### config.mk
export PLATFORM = sky130hd
export DESIGN_NAME = lcm_unit
export DESIGN_NICKNAME = d
export VERILOG_FILES = /design/src/hdl/lcm_pkg.sv /design/src/hdl/lcm_unit.sv
export VERILOG_INCLUDE_DIRS = /design/src /design/src/hdl
export SDC_FILE = /design/constraint.sdc
export NUM_CORES = 1
export LEC_CHECK = 0
export ABC_AREA = 1
export BUFFER_PORTS_ARGS = -buffer_cell sky130_fd_sc_hd__buf_2
export CAP_MARGIN = 40
export CORE_MARGIN = 2
export CORE_UTILIZATION = 63
export CTS_BUF_LIST = sky130_fd_sc_hd__clkbuf_8 sky130_fd_sc_hd__clkbuf_16
export DETAILED_ROUTE_END_ITERATION = 7
export GPL_ROUTABILITY_DRIVEN = 1
export GPL_TIMING_DRIVEN = 0
export PLACE_DENSITY = 0.83
export SLEW_MARGIN = 10
export SYNTH_ARGS = -nofsm -noshare
export SYNTH_HDL_FRONTEND = slang
export SYNTH_SLANG_ARGS = --single-unit
export TNS_END_PERCENT = 1
### constraint.sdc
create_clock -name clk_i -period 9.5 [get_ports clk_i]
set_clock_uncertainty 0.15 [all_clocks]
set_input_delay 0 -clock clk_i [delete_from_list [all_inputs] [get_ports clk_i]]
set_output_delay 0 -clock clk_i [all_outputs]
set_load 0.005 [all_outputs]
### src/hdl/lcm_unit_assert.svh
// Assertion macros for the LCM unit.
`ifndef LCM_UNIT_ASSERT_SVH
`define LCM_UNIT_ASSERT_SVH

`ifndef SYNTHESIS
`define LCM_ASSERT_IMP(lbl, clk, rst_n, ante, cons, msg) \
  lbl: assert property (@(posedge clk) disable iff (!rst_n) (ante) |-> (cons)) \
    else $error(msg);
`define LCM_ASSERT_NXT(lbl, clk, rst_n, ante, cons, msg) \
  lbl: assert property (@(posedge clk) disable iff (!rst_n) (ante) |=> (cons)) \
    else $error(msg);
`else
`define LCM_ASSERT_IMP(lbl, clk, rst_n, ante, cons, msg)
`define LCM_ASSERT_NXT(lbl, clk, rst_n, ante, cons, msg)
`endif

`endif

### src/hdl/lcm_pkg.sv
`default_nettype none

package lcm_pkg;

  typedef enum logic [2:0] {
    ST_IDLE,
    ST_GCD,
    ST_DIV,
    ST_MUL,
    ST_OUT
  } lcm_state_e;

endpackage

`default_nettype wire

### src/hdl/lcm_unit.sv
// LCM unit: least common multiple of two unsigned operands.
// Input channel: in_valid_i/in_ready_o carries first_operand_i and second_operand_i.
// Output channel: out_valid_o/out_ready_i carries multiple_result_o (twice the operand
// width, exact) and invalid_flag_o, set with a zero result when either operand is zero.
// One word is worked on at a time; in_ready_o is high only while the sequencer idles.
// A single adder/subtractor is shared by three phases: binary GCD (one shift, subtract
// or swap per cycle), restoring division of the first operand by the GCD, and
// shift-add multiply by the second operand.
// The next word may be accepted in the cycle in which output valid rises, but not
// before the previous word has reached the output register.
// A zero operand skips the arithmetic: the sequencer goes from idle straight to ST_OUT.
// The result sits in an output register, so the next word may be accepted while it
// waits; if the receiver stalls, a finished computation holds in its last state
// until the output register frees up.
// Reset clears the sequencer and the output valid; no word is pending after reset.

`default_nettype none
`include "lcm_unit_assert.svh"

module lcm_unit #(
  parameter int unsigned OPERAND_WIDTH = 16
) (
  input  logic                         clk_i,
  input  logic                         rst_ni,
  input  logic                         in_valid_i,
  output logic                         in_ready_o,
  input  logic [OPERAND_WIDTH-1:0]     first_operand_i,
  input  logic [OPERAND_WIDTH-1:0]     second_operand_i,
  output logic                         out_valid_o,
  input  logic                         out_ready_i,
  output logic [2*OPERAND_WIDTH-1:0]   multiple_result_o,
  output logic                         invalid_flag_o
);
  import lcm_pkg::*;

  localparam int unsigned W  = OPERAND_WIDTH;
  localparam int unsigned RW = 2 * W;
  localparam int unsigned AW = RW + 1;
  localparam int unsigned CW = $clog2(W);
  localparam int unsigned KW = $clog2(W);

  lcm_state_e     state_q, state_d;
  logic [W-1:0]   opa_q, opa_d;
  logic [W-1:0]   opb_q, opb_d;
  logic [W-1:0]   ga_q, ga_d;
  logic [W-1:0]   gb_q, gb_d;
  logic [KW-1:0]  k_q, k_d;
  logic [CW-1:0]  cnt_q, cnt_d;
  logic [RW-1:0]  acc_q, acc_d;
  logic           inv_q, inv_d;
  logic [RW-1:0]  res_q, res_d;
  logic           out_inv_q, out_inv_d;
  logic           out_valid_q, out_valid_d;

  logic [AW-1:0]  alu_x, alu_y, alu_r;
  logic           alu_sub, alu_neg, alu_zero;

  always_comb begin
    alu_x   = '0;
    alu_y   = '0;
    alu_sub = 1'b0;
    unique case (state_q)
      ST_GCD: begin
        alu_x   = AW'(ga_q);
        alu_y   = AW'(gb_q);
        alu_sub = 1'b1;
      end
      ST_DIV: begin
        alu_x   = AW'({ga_q, opa_q[W-1]});
        alu_y   = AW'(gb_q);
        alu_sub = 1'b1;
      end
      ST_MUL: begin
        alu_x   = {acc_q, 1'b0};
        alu_y   = opa_q[W-1] ? AW'(opb_q) : '0;
        alu_sub = 1'b0;
      end
      default: begin
        alu_sub = 1'b0;
      end
    endcase
  end

  assign alu_r    = alu_x + (alu_sub ? ~alu_y : alu_y) + AW'(alu_sub);
  assign alu_neg  = alu_r[AW-1];
  assign alu_zero = (alu_r == '0);

  always_comb begin
    state_d     = state_q;
    opa_d       = opa_q;
    opb_d       = opb_q;
    ga_d        = ga_q;
    gb_d        = gb_q;
    k_d         = k_q;
    cnt_d       = cnt_q;
    acc_d       = acc_q;
    inv_d       = inv_q;
    res_d       = res_q;
    out_inv_d   = out_inv_q;
    out_valid_d = out_valid_q && !out_ready_i;

    unique case (state_q)
      ST_IDLE: begin
        if (in_valid_i) begin
          opa_d = first_operand_i;
          opb_d = second_operand_i;
          ga_d  = first_operand_i;
          gb_d  = second_operand_i;
          k_d   = '0;
          if (first_operand_i == '0 || second_operand_i == '0) begin
            acc_d   = '0;
            inv_d   = 1'b1;
            state_d = ST_OUT;
          end else begin
            inv_d   = 1'b0;
            state_d = ST_GCD;
          end
        end
      end
      ST_GCD: begin
        priority if (!ga_q[0] && !gb_q[0]) begin
          ga_d = ga_q >> 1;
          gb_d = gb_q >> 1;
          k_d  = k_q + KW'(1);
        end else if (!ga_q[0]) begin
          ga_d = ga_q >> 1;
        end else if (!gb_q[0]) begin
          gb_d = gb_q >> 1;
        end else if (alu_zero) begin
          gb_d    = ga_q << k_q;
          ga_d    = '0;
          cnt_d   = CW'(W - 1);
          state_d = ST_DIV;
        end else if (alu_neg) begin
          ga_d = gb_q;
          gb_d = ga_q;
        end else begin
          ga_d = alu_r[W-1:0];
        end
      end
      ST_DIV: begin
        ga_d  = alu_neg ? {ga_q[W-2:0], opa_q[W-1]} : alu_r[W-1:0];
        opa_d = {opa_q[W-2:0], !alu_neg};
        if (cnt_q == '0) begin
          acc_d   = '0;
          cnt_d   = CW'(W - 1);
          state_d = ST_MUL;
        end else begin
          cnt_d = cnt_q - CW'(1);
        end
      end
      ST_MUL: begin
        acc_d = alu_r[RW-1:0];
        opa_d = opa_q << 1;
        if (cnt_q == '0) begin
          state_d = ST_OUT;
        end else begin
          cnt_d = cnt_q - CW'(1);
        end
      end
      ST_OUT: begin
        if (!out_valid_q || out_ready_i) begin
          res_d       = acc_q;
          out_inv_d   = inv_q;
          out_valid_d = 1'b1;
          state_d     = ST_IDLE;
        end
      end
      default: begin
        state_d = ST_IDLE;
      end
    endcase
  end

  always_ff @(posedge clk_i or negedge rst_ni) begin
    if (!rst_ni) begin
      state_q     <= ST_IDLE;
      out_valid_q <= 1'b0;
    end else begin
      state_q     <= state_d;
      out_valid_q <= out_valid_d;
    end
  end

  always_ff @(posedge clk_i) begin
    opa_q     <= opa_d;
    opb_q     <= opb_d;
    ga_q      <= ga_d;
    gb_q      <= gb_d;
    k_q       <= k_d;
    cnt_q     <= cnt_d;
    acc_q     <= acc_d;
    inv_q     <= inv_d;
    res_q     <= res_d;
    out_inv_q <= out_inv_d;
  end

  assign in_ready_o        = (state_q == ST_IDLE);
  assign out_valid_o       = out_valid_q;
  assign multiple_result_o = res_q;
  assign invalid_flag_o    = out_inv_q;

  `LCM_ASSERT_IMP(a_inv_zero, clk_i, rst_ni, out_valid_o && invalid_flag_o,
                  multiple_result_o == '0, "invalid word carries nonzero result")
  `LCM_ASSERT_IMP(a_gcd_nonzero, clk_i, rst_ni, state_q == ST_GCD,
                  ga_q != '0 && gb_q != '0, "gcd operand reached zero")
  `LCM_ASSERT_IMP(a_div_rem, clk_i, rst_ni, state_q == ST_DIV,
                  ga_q < gb_q, "remainder not below divisor")
  `LCM_ASSERT_NXT(a_accept_busy, clk_i, rst_ni, in_valid_i && in_ready_o,
                  state_q != ST_IDLE, "accepted word did not start work")

endmodule

`default_nettype wire
==> metrics <==
outcome complete, but fails checks; failing checks design-rule violations; setup slack at placement around 3700 ps; Final Cycle Share 66.0%; DR pass1 iterations 8; post-CTS setup buffer count 0; WP data required 9450 ps; clk buf depth 2; Fmax 0.159 GHz; Die Ht 129 um; ys async rst share 2.82%; fillers 1123; Nets 1460; CTS buffer count 17; Crit Path Max Fanout 10; Die W around 130 um; Vias/cell about 6.4; setup TNS 0 ps; grt total ovfl 0; crit end category flop; most common cell in the netlist nand2_1; Mapped Avg Cell Area 7.79 um2; Worst R2R Path Depth 25; # IOs 71; # DRC 1; Post-synth EDFFs 138; main flop type after synthesis edfxtp_1; GRT Overall Usage 42.8%; drt initial violations about 1600; Slew headroom 43.9%; Area contributors post-synth edfxtp_1 (42%), nand2_1 (13%), inv_1 (5.8%); drt wl/cell 21.8 um; largest net degree at the start of global routing 34; Final HPWL DP roughly 25000 um; Starting Density between 60 and 70%; Final Max Slew Viols 0; R2R setup slack 3230 ps; RSZ-0062 raised after global routing no; Slew @ Worst Pin between 800 and 900 ps; area of the core about 0.015 mm2; Critical Path Sink cnt_q[3]; register area share after synthesis 43.2%; vias in the first global route 9129; Post-Synthesis Cell Area 0.00982 mm2; worst flop-to-flop path endpoint cnt_q[3]; H-tree depth 4; Synth warnings 0; area of the multi-input gates 0.00481 mm2; r2r startpoint state_q[1]; Synth Net Count 1331; Routed Antenna Nets 0; Synth cell types 52; crit path launch type flop; final worst-path setup slack 3230 ps; die area 0.0166 mm2; clock sink total 142; Crit Path Class flop to flop; initial antenna violation count 0; Sequential Area approximately 0.0042 mm2; clk root buf clkbuf_16; n_diodes 0; path category of the worst min-delay check input pin to flop; Reg clk slew, reported paths 70 ps; final setup fails 0; Synth top cells by count nand2_1 (333), inv_1 (152), edfxtp_1 (138); layout cell share with drive strength beyond 1 12.0%; final WL 34700 um; Buffers on Ports 70; RD Place Congestion 1.05; CTS tree done; Area Growth Syn to Fin 16.5%; Post-Syn Instances between 1000 and 1500; Worst-Skew Late Latency 450 ps; CP Data Arrival Time 6220 ps; Tmin final around 6300 ps; first-pass GRT wire length 52100 um; final-report hold violation count 0; max_cap viols 0; area leader, netlist edfxtp_1; via count 10100; post-synth top area share between 40% and 50%; Yosys reg bits 142; Worst Setup SP state_q[1]; row count 45
==> worst min-delay path by stage <==
stage                                   start          end  cells past startpoint
after detailed placement               rst_ni  out_valid_o                      1
after floorplan                        rst_ni  out_valid_o                      0
after CTS                 second_operand_i[3]     opb_q[3]                      2
after global routing      second_operand_i[9]     opb_q[9]                      2
final                     second_operand_i[3]     opb_q[3]                      2
after global placement                 rst_ni   state_q[1]                      1
==> through the flow <==
stage	hold WS, ps	area [um2]	instances	util, %
2_1_floorplan	-446	9820	1261	-
3_3_place_gp	-344	10400	1519	68.5
3_5_place_dp	-341	10500	1523	69.0
4_1_cts	144	11400	1591	75.3
5_1_grt	158	11400	1591	75.3
6_report	157	11400	1591	75.3
==> logic make-up after synthesis <==
| family | Yosys count | synth area share (%) |
|---|---|---|
| compound gates | 245 | 14.4 |
| xor+xnor | 13 | 1.31 |
| fa+ha+maj | 34 | 4.41 |
| buf+inv | 206 | 8.08 |
| flops | 142 | 43.2 |
| mux | 14 | 1.58 |
| simple gates | 607 | 27.0 |
==> critical path, stage by stage (launching register included) <==
cell	delay, ps
dfrtp_1	540
nand2_4	150
nor2_8	210
clkinv_1	260
nor2_1	590
clkbuf_1	420
nand2_1	120
o21ai_0	150
ha_1	370
a21oi_1	410
o21ai_1	130
nand2_1	80
nand2_1	70
clkinv_1	80
o21ai_2	70
nand2_1	60
nand2_1	80
xnor2_2	450
nand2_1	120
nor2_2	140
nand3_2	120
nor2_8	240
nand3_4	200
nand2_4	160
nand2_1	140
o21ai_1	400
==> metal layers <==
metal	up-vias	global-route usage (%)	wire length (um)
met5	-	0	0
met4	0	19.2	1750
met3	161	12.0	4610
met2	799	65.5	15200
met1	4605	57.2	13200
li1	4574	-	-
==> area by class of cell <==
type | count | share of cell area [%]
multi-input cells | 913 | 42.0
flip-flops and latches | 142 | 37.1
repair buffers | 110 | 6.78
well taps | 188 | 2.06
clock buffers | 17 | 3.72
plain buffers | 43 | 1.59
inverters | 163 | 5.35
clock inverters | 15 | 1.41
==> flip-flops by register name (all words and copies together) (netlist names) <==
signal             flops
acc_q                 32
cnt_q                  4
ga_q                  16
gb_q                  16
inv_q                  1
invalid_flag_o         1
k_q                    4
multiple_result_o     32
opa_q                 16
opb_q                 16
out_valid_o            1
state_q                3
==> placed cells by master (no fill, tap or decap), drive strengths merged, types with 8 or more instances in the layout <==
cell,n
xor2,9
o221ai,18
mux2,12
dlygate4sd3,36
ha,33
clkbuf,47
buf,87
nor2,129
nand3,82
nor4,8
o211ai,9
a31oi,21
o21ai,112
nand4,23
nand2,348
a21oi,59
clkinv,11
edfxtp,138
nor3,9
inv,165
==> repair_timing <==
action | 4_1_cts | 5_1_grt
resized for setup | 0 | 0
endpoints found under the hold margin | 71 | 0
hold buffers | 36 | 0
Power is left out: the tool's default activity adds up to more than one toggle a clock period on the data nets, which glitch-free logic cannot reach.
